<file path="src/flfm_pkg.sv">
package flfm_pkg;

    // Field widths fixed by the interface.
    localparam int BYTE_W   = 8;
    localparam int PL_W     = 7;
    localparam int LEN_W    = 3;
    localparam int LEN_EFF_W = 4;
    localparam int MARK_W   = 32;
    localparam int CNT_W    = 16;
    localparam int CFG_ADDR_W = 3;
    localparam int CFG_DATA_W = 32;

    // Number of bytes held in one header or footer register.
    localparam int MARK_BYTES = 4;

    localparam logic [CNT_W-1:0] COUNT_MAX = 16'hffff;
    localparam logic [PL_W-1:0]  PACKET_LENGTH_RESET = 7'd64;

    // Defaults for the top-level parameters.
    localparam int WINDOW_DEPTH_DEF = 64;
    localparam int MARK_MAX_DEF     = 4;

    // Configuration register indexes.
    localparam logic [CFG_ADDR_W-1:0] REG_PACKET_LENGTH = 3'd0;
    localparam logic [CFG_ADDR_W-1:0] REG_HEADER_BYTES  = 3'd1;
    localparam logic [CFG_ADDR_W-1:0] REG_HEADER_LENGTH = 3'd2;
    localparam logic [CFG_ADDR_W-1:0] REG_FOOTER_BYTES  = 3'd3;
    localparam logic [CFG_ADDR_W-1:0] REG_FOOTER_LENGTH = 3'd4;

    typedef enum logic [1:0] {
        VERDICT_WAIT       = 2'd0,
        VERDICT_BAD_FOOTER = 2'd1,
        VERDICT_BAD_HEADER = 2'd2,
        VERDICT_GOOD       = 2'd3
    } t_verdict;

    // Configuration after clamping, as the compare logic uses it.
    typedef struct packed {
        logic [PL_W-1:0]      packet_length;
        logic [LEN_EFF_W-1:0] header_length;
        logic [LEN_EFF_W-1:0] footer_length;
        logic [MARK_W-1:0]    header_bytes;
        logic [MARK_W-1:0]    footer_bytes;
    } t_cfg;

    // One verdict.
    typedef struct packed {
        t_verdict         verdict;
        logic [PL_W-1:0]  bytes_wanted;
        logic [CNT_W-1:0] frame_offset;
        logic [CNT_W-1:0] bytes_seen;
    } t_result;

    // Handshake state shared between the top level and the window.
    typedef struct packed {
        logic accept;
        logic s1_valid;
        logic s1_move;
        logic s1_good;
    } t_pipe_ctl;

    // Byte pos of a mark sequence; positions past the register read as zero.
    function automatic logic [BYTE_W-1:0] mark_byte(input logic [MARK_W-1:0] seq,
                                                    input logic [LEN_EFF_W-1:0] pos);
        logic [BYTE_W-1:0] result;
        if (pos >= LEN_EFF_W'(MARK_BYTES)) begin
            result = '0;
        end else begin
            result = seq[{pos[1:0], 3'b000} +: BYTE_W];
        end
        return result;
    endfunction

endpackage

</file>
<file path="src/fixed_length_frame_matcher.sv">
// Fixed-length frame matcher.
// Received bytes enter on the input channel (i_valid, o_stall, i_data_byte,
// i_start_of_read), one request per byte. Every byte gives exactly one verdict
// on the output channel (o_valid, i_stall, o_verdict, o_bytes_wanted,
// o_frame_offset, o_bytes_seen): waiting, bad footer, bad header or good frame.
// A byte with i_start_of_read high restarts the byte count; after a good frame
// the next byte restarts it as well.
// Throughput is one byte per cycle while the receiver does not stall: the
// byte enters the window stage, the footer and header compares run on its
// contents, and the verdict is registered into the output register once that
// register is free and is held there. When the receiver stalls, the held
// verdict stays put and one more byte can still enter the window stage;
// o_stall rises only when both stages are full.
// Configuration is written through i_cfg_wr_en, i_cfg_index and i_cfg_data
// while no byte is in flight. Reset clears the byte count, the restart flag and
// both channels, and returns the registers to their defaults (packet length 64,
// empty header and footer). The window contents are not cleared.
module fixed_length_frame_matcher #(
    parameter int WINDOW_DEPTH = flfm_pkg::WINDOW_DEPTH_DEF,
    parameter int MARK_MAX     = flfm_pkg::MARK_MAX_DEF
) (
    input  logic                            i_clk,
    input  logic                            i_rst_n,
    // Configuration port.
    input  logic                            i_cfg_wr_en,
    input  logic [flfm_pkg::CFG_ADDR_W-1:0] i_cfg_index,
    input  logic [flfm_pkg::CFG_DATA_W-1:0] i_cfg_data,
    // Input channel.
    input  logic                            i_valid,
    output logic                            o_stall,
    input  logic [flfm_pkg::BYTE_W-1:0]     i_data_byte,
    input  logic                            i_start_of_read,
    // Output channel.
    output logic                            o_valid,
    input  logic                            i_stall,
    output logic [1:0]                      o_verdict,
    output logic [flfm_pkg::PL_W-1:0]       o_bytes_wanted,
    output logic [flfm_pkg::CNT_W-1:0]      o_frame_offset,
    output logic [flfm_pkg::CNT_W-1:0]      o_bytes_seen
);

    flfm_pkg::t_cfg                            w_cfg;
    flfm_pkg::t_pipe_ctl                       w_ctl;
    flfm_pkg::t_result                         w_result;
    flfm_pkg::t_result                         r_out;
    logic                                      r_s1_valid;
    logic                                      n_s1_valid;
    logic                                      r_out_valid;
    logic                                      n_out_valid;
    logic                                      w_out_free;
    logic [flfm_pkg::CNT_W-1:0]                w_count;
    logic [MARK_MAX-1:0][flfm_pkg::BYTE_W-1:0] w_recent;
    logic [MARK_MAX-1:0][flfm_pkg::BYTE_W-1:0] w_rd;

    flfm_cfg #(
        .WINDOW_DEPTH (WINDOW_DEPTH),
        .MARK_MAX     (MARK_MAX)
    ) u_cfg (
        .i_clk       (i_clk),
        .i_rst_n     (i_rst_n),
        .i_cfg_wr_en (i_cfg_wr_en),
        .i_cfg_index (i_cfg_index),
        .i_cfg_data  (i_cfg_data),
        .o_cfg       (w_cfg)
    );

    // Handshake: the output register frees up when empty or taken; the window
    // stage moves into it then, and takes a new request when it is empty or moving.
    assign w_out_free     = !r_out_valid || !i_stall;
    assign w_ctl.s1_valid = r_s1_valid;
    assign w_ctl.s1_move  = r_s1_valid && w_out_free;
    assign w_ctl.s1_good  = (w_result.verdict == flfm_pkg::VERDICT_GOOD);
    assign o_stall        = r_s1_valid && !w_out_free;
    assign w_ctl.accept   = i_valid && !o_stall;

    flfm_window #(
        .WINDOW_DEPTH (WINDOW_DEPTH),
        .MARK_MAX     (MARK_MAX)
    ) u_window (
        .i_clk           (i_clk),
        .i_rst_n         (i_rst_n),
        .i_ctl           (w_ctl),
        .i_data_byte     (i_data_byte),
        .i_start_of_read (i_start_of_read),
        .i_packet_length (w_cfg.packet_length),
        .o_count         (w_count),
        .o_recent        (w_recent),
        .o_rd            (w_rd)
    );

    flfm_judge #(
        .MARK_MAX (MARK_MAX)
    ) u_judge (
        .i_cfg    (w_cfg),
        .i_count  (w_count),
        .i_recent (w_recent),
        .i_rd     (w_rd),
        .o_result (w_result)
    );

    // Stage occupancy.
    always_comb begin
        if (w_ctl.accept) begin
            n_s1_valid = 1'b1;
        end else if (w_ctl.s1_move) begin
            n_s1_valid = 1'b0;
        end else begin
            n_s1_valid = r_s1_valid;
        end

        if (w_ctl.s1_move) begin
            n_out_valid = 1'b1;
        end else if (!i_stall) begin
            n_out_valid = 1'b0;
        end else begin
            n_out_valid = r_out_valid;
        end
    end

    always_ff @(posedge i_clk) begin
        if (!i_rst_n) begin
            r_s1_valid  <= 1'b0;
            r_out_valid <= 1'b0;
        end else begin
            r_s1_valid  <= n_s1_valid;
            r_out_valid <= n_out_valid;
        end
    end

    // Output register.
    always_ff @(posedge i_clk) begin
        if (w_ctl.s1_move) begin
            r_out <= w_result;
        end
    end

    assign o_valid        = r_out_valid;
    assign o_verdict      = r_out.verdict;
    assign o_bytes_wanted = r_out.bytes_wanted;
    assign o_frame_offset = r_out.frame_offset;
    assign o_bytes_seen   = r_out.bytes_seen;

`ifndef SYNTH
    // A byte that follows a good frame straight away starts a new count.
    a_restart_after_good: assert property (@(posedge i_clk) disable iff (!i_rst_n)
        (w_ctl.s1_move && w_ctl.s1_good && w_ctl.accept) |=> (w_count == 16'd1))
        else $error("count did not restart after a good frame");

    // Every verdict counts at least its own byte.
    a_seen_nonzero: assert property (@(posedge i_clk) disable iff (!i_rst_n)
        o_valid |-> (o_bytes_seen != '0))
        else $error("verdict with zero bytes seen");

    // A good frame starts one packet length before the current count.
    a_good_offset: assert property (@(posedge i_clk) disable iff (!i_rst_n)
        (o_valid && (o_verdict == flfm_pkg::VERDICT_GOOD)) |->
        ((o_frame_offset + flfm_pkg::CNT_W'(w_cfg.packet_length) == o_bytes_seen) &&
         (o_bytes_wanted == '0)))
        else $error("good frame offset inconsistent with count");

    // Only a good frame carries an offset.
    a_offset_only_good: assert property (@(posedge i_clk) disable iff (!i_rst_n)
        (o_valid && (o_verdict != flfm_pkg::VERDICT_GOOD)) |-> (o_frame_offset == '0))
        else $error("offset on a verdict other than good");

    // The input side stalls only when both stages hold a byte.
    a_stall_full: assert property (@(posedge i_clk) disable iff (!i_rst_n)
        o_stall |-> (r_s1_valid && r_out_valid && i_stall))
        else $error("input stalled with room in the pipeline");
`endif

endmodule

</file>
<file path="src/flfm_window_ram.sv">
module flfm_window_ram #(
    parameter int DEPTH = flfm_pkg::WINDOW_DEPTH_DEF,
    parameter int AW    = $clog2(DEPTH)
) (
    input  logic                        i_clk,
    input  logic                        i_wr_en,
    input  logic [AW-1:0]               i_wr_addr,
    input  logic [flfm_pkg::BYTE_W-1:0] i_wr_data,
    input  logic                        i_rd_en,
    input  logic [AW-1:0]               i_rd_addr,
    output logic [flfm_pkg::BYTE_W-1:0] o_rd_data
);

    logic [flfm_pkg::BYTE_W-1:0] r_mem [DEPTH];
    logic [flfm_pkg::BYTE_W-1:0] r_rd_data;

    // One write port.
    always_ff @(posedge i_clk) begin
        if (i_wr_en) begin
            r_mem[i_wr_addr] <= i_wr_data;
        end
    end

    // One registered read port; a read returns the contents before any same-edge write.
    always_ff @(posedge i_clk) begin
        if (i_rd_en) begin
            r_rd_data <= r_mem[i_rd_addr];
        end
    end

    assign o_rd_data = r_rd_data;

endmodule

</file>
<file path="src/flfm_cfg.sv">
module flfm_cfg #(
    parameter int WINDOW_DEPTH = flfm_pkg::WINDOW_DEPTH_DEF,
    parameter int MARK_MAX     = flfm_pkg::MARK_MAX_DEF
) (
    input  logic                            i_clk,
    input  logic                            i_rst_n,
    input  logic                            i_cfg_wr_en,
    input  logic [flfm_pkg::CFG_ADDR_W-1:0] i_cfg_index,
    input  logic [flfm_pkg::CFG_DATA_W-1:0] i_cfg_data,
    output flfm_pkg::t_cfg                  o_cfg
);

    logic [flfm_pkg::PL_W-1:0]      r_packet_length;
    logic [flfm_pkg::MARK_W-1:0]    r_header_bytes;
    logic [flfm_pkg::LEN_W-1:0]     r_header_length;
    logic [flfm_pkg::MARK_W-1:0]    r_footer_bytes;
    logic [flfm_pkg::LEN_W-1:0]     r_footer_length;

    logic [flfm_pkg::PL_W-1:0]      w_pl;
    logic [flfm_pkg::LEN_EFF_W-1:0] w_hl_mark;
    logic [flfm_pkg::LEN_EFF_W-1:0] w_hl;
    logic [flfm_pkg::LEN_EFF_W-1:0] w_fl;

    // Register writes; indexes past the list are ignored.
    always_ff @(posedge i_clk) begin
        if (!i_rst_n) begin
            r_packet_length <= flfm_pkg::PACKET_LENGTH_RESET;
            r_header_bytes  <= '0;
            r_header_length <= '0;
            r_footer_bytes  <= '0;
            r_footer_length <= '0;
        end else if (i_cfg_wr_en) begin
            case (i_cfg_index)
                flfm_pkg::REG_PACKET_LENGTH: begin
                    r_packet_length <= i_cfg_data[flfm_pkg::PL_W-1:0];
                end
                flfm_pkg::REG_HEADER_BYTES: begin
                    r_header_bytes <= i_cfg_data[flfm_pkg::MARK_W-1:0];
                end
                flfm_pkg::REG_HEADER_LENGTH: begin
                    r_header_length <= i_cfg_data[flfm_pkg::LEN_W-1:0];
                end
                flfm_pkg::REG_FOOTER_BYTES: begin
                    r_footer_bytes <= i_cfg_data[flfm_pkg::MARK_W-1:0];
                end
                flfm_pkg::REG_FOOTER_LENGTH: begin
                    r_footer_length <= i_cfg_data[flfm_pkg::LEN_W-1:0];
                end
                default: begin
                end
            endcase
        end
    end

    // Clamp the lengths: a zero packet length means one byte, and the packet
    // cannot be longer than the window; marks cannot exceed MARK_MAX bytes,
    // and the header cannot be longer than the packet.
    always_comb begin
        if (r_packet_length == '0) begin
            w_pl = flfm_pkg::PL_W'(1);
        end else if (int'(r_packet_length) > WINDOW_DEPTH) begin
            w_pl = flfm_pkg::PL_W'(WINDOW_DEPTH);
        end else begin
            w_pl = r_packet_length;
        end

        if (int'(r_footer_length) > MARK_MAX) begin
            w_fl = flfm_pkg::LEN_EFF_W'(MARK_MAX);
        end else begin
            w_fl = {1'b0, r_footer_length};
        end

        if (int'(r_header_length) > MARK_MAX) begin
            w_hl_mark = flfm_pkg::LEN_EFF_W'(MARK_MAX);
        end else begin
            w_hl_mark = {1'b0, r_header_length};
        end

        if (flfm_pkg::PL_W'(w_hl_mark) > w_pl) begin
            w_hl = w_pl[flfm_pkg::LEN_EFF_W-1:0];
        end else begin
            w_hl = w_hl_mark;
        end
    end

    assign o_cfg.packet_length = w_pl;
    assign o_cfg.header_length = w_hl;
    assign o_cfg.footer_length = w_fl;
    assign o_cfg.header_bytes  = r_header_bytes;
    assign o_cfg.footer_bytes  = r_footer_bytes;

endmodule

</file>
<file path="src/flfm_window.sv">
module flfm_window #(
    parameter int WINDOW_DEPTH = flfm_pkg::WINDOW_DEPTH_DEF,
    parameter int MARK_MAX     = flfm_pkg::MARK_MAX_DEF
) (
    input  logic                                       i_clk,
    input  logic                                       i_rst_n,
    input  flfm_pkg::t_pipe_ctl                        i_ctl,
    input  logic [flfm_pkg::BYTE_W-1:0]                i_data_byte,
    input  logic                                       i_start_of_read,
    input  logic [flfm_pkg::PL_W-1:0]                  i_packet_length,
    output logic [flfm_pkg::CNT_W-1:0]                 o_count,
    output logic [MARK_MAX-1:0][flfm_pkg::BYTE_W-1:0]  o_recent,
    output logic [MARK_MAX-1:0][flfm_pkg::BYTE_W-1:0]  o_rd
);

    localparam int AW = $clog2(WINDOW_DEPTH);
    localparam int CW = ((AW > flfm_pkg::PL_W) ? AW : flfm_pkg::PL_W) + 1;

    logic [flfm_pkg::CNT_W-1:0]                r_count;
    logic [flfm_pkg::CNT_W-1:0]                n_count;
    logic                                      r_restart;
    logic                                      n_restart;
    logic                                      w_restart_in;
    logic [AW-1:0]                             r_wp;
    logic [AW-1:0]                             n_wp;
    logic [MARK_MAX-1:0][flfm_pkg::BYTE_W-1:0] r_recent;

    // A good verdict still in the compare stage has not reached r_restart yet.
    assign w_restart_in = i_ctl.s1_valid ? i_ctl.s1_good : r_restart;

    // Byte count and restart flag for the next request.
    always_comb begin
        if (i_start_of_read || w_restart_in) begin
            n_count = flfm_pkg::CNT_W'(1);
        end else if (r_count == flfm_pkg::COUNT_MAX) begin
            n_count = r_count;
        end else begin
            n_count = r_count + 1'b1;
        end

        if (i_ctl.accept) begin
            n_restart = 1'b0;
        end else if (i_ctl.s1_move) begin
            n_restart = i_ctl.s1_good;
        end else begin
            n_restart = r_restart;
        end

        if (r_wp == AW'(WINDOW_DEPTH - 1)) begin
            n_wp = '0;
        end else begin
            n_wp = r_wp + 1'b1;
        end
    end

    always_ff @(posedge i_clk) begin
        if (!i_rst_n) begin
            r_count   <= '0;
            r_restart <= 1'b0;
            r_wp      <= '0;
        end else begin
            r_restart <= n_restart;
            if (i_ctl.accept) begin
                r_count <= n_count;
                r_wp    <= n_wp;
            end
        end
    end

    // The newest bytes in flip-flops for the footer compare.
    always_ff @(posedge i_clk) begin
        if (i_ctl.accept) begin
            r_recent[0] <= i_data_byte;
            for (int j = 1; j < MARK_MAX; j++) begin
                r_recent[j] <= r_recent[j-1];
            end
        end
    end

    // One window copy per header position, each read one less than a packet
    // length back from the new byte, less the header position.
    for (genvar g = 0; g < MARK_MAX; g++) begin : g_lane
        logic [CW-1:0] w_back;
        logic [CW-1:0] w_addr_full;
        logic [AW-1:0] w_rd_addr;

        always_comb begin
            if (i_packet_length > flfm_pkg::PL_W'(g)) begin
                w_back = CW'(i_packet_length) - CW'(g) - CW'(1);
            end else begin
                w_back = '0;
            end
            if (CW'(n_wp) >= w_back) begin
                w_addr_full = CW'(n_wp) - w_back;
            end else begin
                w_addr_full = CW'(n_wp) + CW'(WINDOW_DEPTH) - w_back;
            end
        end

        assign w_rd_addr = w_addr_full[AW-1:0];

        flfm_window_ram #(
            .DEPTH (WINDOW_DEPTH)
        ) u_ram (
            .i_clk     (i_clk),
            .i_wr_en   (i_ctl.accept),
            .i_wr_addr (n_wp),
            .i_wr_data (i_data_byte),
            .i_rd_en   (i_ctl.accept),
            .i_rd_addr (w_rd_addr),
            .o_rd_data (o_rd[g])
        );
    end

    assign o_count  = r_count;
    assign o_recent = r_recent;

endmodule

</file>
<file path="src/flfm_judge.sv">
module flfm_judge #(
    parameter int MARK_MAX = flfm_pkg::MARK_MAX_DEF
) (
    input  flfm_pkg::t_cfg                             i_cfg,
    input  logic [flfm_pkg::CNT_W-1:0]                 i_count,
    input  logic [MARK_MAX-1:0][flfm_pkg::BYTE_W-1:0]  i_recent,
    input  logic [MARK_MAX-1:0][flfm_pkg::BYTE_W-1:0]  i_rd,
    output flfm_pkg::t_result                          o_result
);

    logic [MARK_MAX-1:0]        w_foot_ok;
    logic [MARK_MAX-1:0]        w_head_ok;
    logic [flfm_pkg::CNT_W-1:0] w_pl16;

    assign w_pl16 = flfm_pkg::CNT_W'(i_cfg.packet_length);

    // Per-position compares; positions past the mark length always pass.
    for (genvar g = 0; g < MARK_MAX; g++) begin : g_cmp
        logic [flfm_pkg::LEN_EFF_W-1:0] w_foot_pos;
        logic [flfm_pkg::BYTE_W-1:0]    w_head_byte;

        // The footer is aligned so that its last byte is the newest byte.
        assign w_foot_pos = i_cfg.footer_length - flfm_pkg::LEN_EFF_W'(g)
                            - flfm_pkg::LEN_EFF_W'(1);

        // When the header reaches the newest byte, the window read misses it.
        assign w_head_byte = (i_cfg.packet_length == flfm_pkg::PL_W'(g + 1)) ?
                             i_recent[0] : i_rd[g];

        assign w_foot_ok[g] = (flfm_pkg::LEN_EFF_W'(g) >= i_cfg.footer_length) ||
            (i_recent[g] == flfm_pkg::mark_byte(i_cfg.footer_bytes, w_foot_pos));

        assign w_head_ok[g] = (flfm_pkg::LEN_EFF_W'(g) >= i_cfg.header_length) ||
            (w_head_byte == flfm_pkg::mark_byte(i_cfg.header_bytes,
                                                flfm_pkg::LEN_EFF_W'(g)));
    end

    // Verdict selection.
    always_comb begin
        o_result.bytes_seen   = i_count;
        o_result.frame_offset = '0;
        if ((i_count <= flfm_pkg::CNT_W'(i_cfg.footer_length)) || (i_count < w_pl16)) begin
            o_result.verdict = flfm_pkg::VERDICT_WAIT;
            if (w_pl16 > i_count) begin
                o_result.bytes_wanted = flfm_pkg::PL_W'(w_pl16 - i_count);
            end else begin
                o_result.bytes_wanted = '0;
            end
        end else if (!(&w_foot_ok)) begin
            o_result.verdict      = flfm_pkg::VERDICT_BAD_FOOTER;
            o_result.bytes_wanted = flfm_pkg::PL_W'(i_cfg.footer_length);
        end else if (!(&w_head_ok)) begin
            o_result.verdict      = flfm_pkg::VERDICT_BAD_HEADER;
            o_result.bytes_wanted = i_cfg.packet_length;
        end else begin
            o_result.verdict      = flfm_pkg::VERDICT_GOOD;
            o_result.bytes_wanted = '0;
            o_result.frame_offset = i_count - w_pl16;
        end
    end

endmodule

</file>
<file path="config.mk">
export PLATFORM = sky130hd
export DESIGN_NAME = fixed_length_frame_matcher
export DESIGN_NICKNAME = d
export VERILOG_FILES = /design/src/flfm_pkg.sv /design/src/fixed_length_frame_matcher.sv /design/src/flfm_window_ram.sv /design/src/flfm_cfg.sv /design/src/flfm_window.sv /design/src/flfm_judge.sv
export SDC_FILE = /design/constraint.sdc
export NUM_CORES = 1
export LEC_CHECK = 0
export BUFFER_PORTS_ARGS = -buffer_cell sky130_fd_sc_hd__buf_4
export CORE_ASPECT_RATIO = 0.6
export CORE_UTILIZATION = 40
export DETAILED_ROUTE_END_ITERATION = 7
export PLACE_DENSITY = 0.52
export RECOVER_POWER = 50
export SLEW_MARGIN = 10
export SYNTH_ARGS = -nofsm -noshare
export SYNTH_HDL_FRONTEND = slang
export SYNTH_SLANG_ARGS = --single-unit
</file>
<file path="constraint.sdc">
create_clock -name i_clk -period 16.4 [get_ports i_clk]
set_input_delay 0.82 -clock i_clk [delete_from_list [all_inputs] [get_ports i_clk]]
set_output_delay 0.82 -clock i_clk [all_outputs]
set_load 0.02 [all_outputs]
</file>
==> impl_metrics.env <==
export IMPL_status="finished with violations"
export IMPL_violations="capacitance limit, slew limit"
export IMPL_tritoncts="built"
export IMPL_synth_xor_area_share_pct=1.62
export IMPL_cp_data_arrival_time_ps=8710
export IMPL_yosysWarnings=0
export IMPL_wl_per_cell_um=36.9
export IMPL_grt_overflow=0
export IMPL_grt_pass1_wl_um=224000
export IMPL_seqCellArea_mm2=0.0206
export IMPL_power_density_mw_per_mm2=113
export IMPL_crit_type="flip-flop to flip-flop"
export IMPL_pre_cts_ws_ps=8040
export IMPL_drv_slew=688
export IMPL_portBuffers=91
export IMPL_clock_path_buffers=3
export IMPL_final_cell_mix="mux4_2 (656), edfxtp_1 (617), nand2_1 (223), buf_4 (144), a21oi_1 (140)"
export IMPL_start_util_pct=40.4
export IMPL_setup_viol=0
export IMPL_track_usage_pct=29.1
export IMPL_power_switching_w=0.00171
export IMPL_synth_top_family_by_area="multiplexers"
export IMPL_final_common_cell="mux4_2"
export IMPL_htreeDepth=3
export IMPL_hpwl_um=105000
export IMPL_area_growth_pct=11.7
export IMPL_finClkSkew_ps=36.7
export IMPL_setup_slack_ps=8080
export IMPL_worst_ir_drop_vdd_mv=0.0715
export IMPL_fp_dieArea_mm2=0.110
export IMPL_timing_rr_end="u_window.g_lane[3].u_ram.o_rd_data[5]"
export IMPL_fin_nets=2943
export IMPL_grt_max_degree=84
export IMPL_fillers=9265
export IMPL_drtAntennaViolNets=0
export IMPL_via_per_inst=6.96
export IMPL_core_mm2=0.107
export IMPL_synth_compound_area_share_pct=5.11
export IMPL_cts_setup_buffers=0
export IMPL_ctsResizeCount=0
export IMPL_async_reset_ff_share_pct=0
export IMPL_sw_frac_of_total_pct=31.3
export IMPL_period_share_pct=50.8
export IMPL_internal_power_w=0.00374
export IMPL_ff2ff_setup_slack_ps=8080
export IMPL_drt_initial_drc_count=4794
export IMPL_critPathRequiredTime_ps=16790
export IMPL_synth_edf_count=617
export IMPL_io_pins=92
export IMPL_place_congestion=0.917
export IMPL_num_vias=30000
export IMPL_min_period_ps=8320
export IMPL_tns_ps=0
export IMPL_crit_fanout=47
export IMPL_yosys_area_share_simple_pct=5.91
export IMPL_synth_cells=2760
export IMPL_cts_made_buffers=74
export IMPL_syn_num_nets=2869
export IMPL_cp_end_kind="flip-flop"
export IMPL_synth_main_ff_cell="edfxtp_1"
export IMPL_avgSynthCellArea_um2=15.7
export IMPL_pwr_share_seq_pct=38.5
export IMPL_die_h_um=257
export IMPL_slew_headroom_pct=-159
export IMPL_hold_ws_ps=385
export IMPL_cts_root_buf="clkbuf_16"
export IMPL_synth_area_mux_share_pct=35.6
export IMPL_chipWidth_um=427
export IMPL_timing_fmax_mhz=120
export IMPL_grt_pass1_vias=28500
export IMPL_post_route_drc_count=0
export IMPL_combPwrFrac_pct=28.3
export IMPL_endpoint="u_window.g_lane[3].u_ram.o_rd_data[5]"
export IMPL_path_clk_slew_ps=70
export IMPL_worstHoldPathType="input pin to flip-flop"
export IMPL_cp_start_kind="flip-flop"
export IMPL_p_clk_share_pct=33.2
export IMPL_finalPower_w=0.00545
export IMPL_multi_input_area_mm2=0.0220
export IMPL_wirelength_um=159000
export IMPL_tightestPinTransition_ps=3880
export IMPL_antenna_found_initial=7
export IMPL_ys_types=78
export IMPL_r2r_start="u_cfg.r_packet_length[6]"
export IMPL_drt_pass1_iterations=5
export IMPL_syn_area_mm2=0.0433
export IMPL_yosysSeqAreaShare_pct=47.5
export IMPL_row_count=93
export IMPL_hold_violations=0
export IMPL_power_leakage_nw=15.4
export IMPL_drv_cap=11
export IMPL_drive_above_1_share_pct=33.0
export IMPL_startpoint="u_cfg.r_packet_length[6]"
export IMPL_synth_adder_area_share_pct=1.84
export IMPL_numClockSinks=719
export IMPL_clock_latency_ps=700
export IMPL_reg2regPathDepth=14
export IMPL_ys_ff_latch=719
export IMPL_rsz0062_at_grt="false"
export IMPL_holdBufCountCts=0
[cells in the mapped netlist (8+ instances only)]
| cell type | number | area share (%) |
|---|---|---|
| a211oi_1 | 36 | 0.62 |
| a21boi_0 | 8 | 0.14 |
| a21o_1 | 28 | 0.49 |
| a21oi_1 | 141 | 1.6 |
| a31oi_1 | 9 | 0.13 |
| and2_1 | 14 | 0.20 |
| and3_1 | 9 | 0.13 |
| buf_1 | 44 | 0.38 |
| buf_2 | 15 | 0.17 |
| clkbuf_1 | 138 | 1.2 |
| dfxtp_1 | 102 | 4.7 |
| edfxtp_1 | 617 | 43 |
| ha_1 | 54 | 1.6 |
| inv_1 | 67 | 0.58 |
| mux2i_1 | 61 | 1.4 |
| mux4_2 | 656 | 34 |
| nand2_1 | 223 | 1.9 |
| nand3_1 | 34 | 0.39 |
| nand4_1 | 14 | 0.20 |
| nor2_1 | 134 | 1.2 |
| nor2b_1 | 40 | 0.58 |
| nor3_1 | 22 | 0.25 |
| nor4_1 | 15 | 0.22 |
| o21ai_0 | 40 | 0.46 |
| o22ai_1 | 42 | 0.61 |
| or3_1 | 8 | 0.12 |
| xnor2_1 | 57 | 1.2 |
| xor2_1 | 23 | 0.47 |
[routing by layer]
metal / wire (um) / part of all wire [%] / track usage, %
met3: 25700 / 16 / 13.1
met1: 67200 / 42 / 44.6
met2: 63000 / 40 / 37.2
met5: 87 / 0.055 / 0.439
met4: 3340 / 2.1 / 5.81
[power groups by stage]
stage / Combinational (W) / Clock [W] / Sequential [W]
after floorplan: 0.000963 / 0 / 0.00210
after global placement: 0.00150 / 0 / 0.00213
after detailed placement: 0.00150 / 0 / 0.00213
after CTS: 0.00151 / 0.00183 / 0.00209
after global routing: 0.00159 / 0.00189 / 0.00210
final: 0.00154 / 0.00181 / 0.00210
[area by class of cell]
type                       count  share of cell area (%)
antenna                        1                 0.00517
clock buffer                  90                    4.06
clock inverter                41                    1.07
inverter                      71                   0.556
multi-input combinational   1768                    45.4
sequential                   719                    42.5
tap                         1425                    3.68
timing repair buffer         200                    2.73
[per-stage QoR]
| step | cells | utilization, % | cell area [um^2] |
|---|---|---|---|
| finish | 4315 | 45.1 | 48400 |
| global placement | 4182 | 43.0 | 46100 |
| detailed placement | 4182 | 43.0 | 46100 |
| floorplan | 2760 | - | 43300 |
| CTS | 4313 | 45.3 | 48600 |
| global route | 4314 | 45.1 | 48400 |
[state kept, by name (all words and copies together), names as in the netlist, 2 cells and up]
name and flops:
u_cfg.r_header_bytes 32, u_window.o_recent 32, u_cfg.r_footer_bytes 32, u_window.g_lane.u_ram.r_mem 512, o_verdict 2, u_window.r_wp 6, u_cfg.r_footer_length 3, o_bytes_seen 16
o_frame_offset 16, u_window.o_count 16, u_cfg.r_header_length 3, u_cfg.r_packet_length 7, o_bytes_wanted 7, u_window.g_lane.u_ram.o_rd_data 32
[worst max-delay path, cell delays in order (launching register included)]
cell and delay [ps]:
dfxtp_1 550, clkinv_1 380, nand2_1 380, ha_1 300, nor4b_4 970, and2_1 400
a31oi_1 170, and2_1 270, ha_4 850, buf_4 920, buf_4 900, mux4_2 600
mux4_2 510, a211oi_1 580, a21oi_1 130
[worst min-delay path by stage]
stage / from / endpoint / slack (ps) / cells after the start
global placement: u_cfg.r_header_bytes[3] / u_cfg.r_header_bytes[3] / 450 / 2
floorplan: u_window.o_count[9] / o_bytes_seen[9] / 410 / 0
global route: i_valid / r_s1_valid / 360 / 2
detailed placement: u_cfg.r_header_bytes[3] / u_cfg.r_header_bytes[3] / 460 / 2
CTS: i_valid / r_s1_valid / 350 / 2
finish: i_valid / r_s1_valid / 380 / 2
[cells by family (layout without fill, tap and decap cells)]
group / Yosys count / after routing
and+or+nand+nor: 550 / 550
AOI/OAI and AO/OA: 359 / 359
buffers and inverters: 273 / 402
xor gates and xnor gates: 80 / 80
adders and majority gates: 60 / 60
other: 0 / 1
DFF: 719 / 719
muxes: 719 / 719
(Power assumes the default switching activity.)
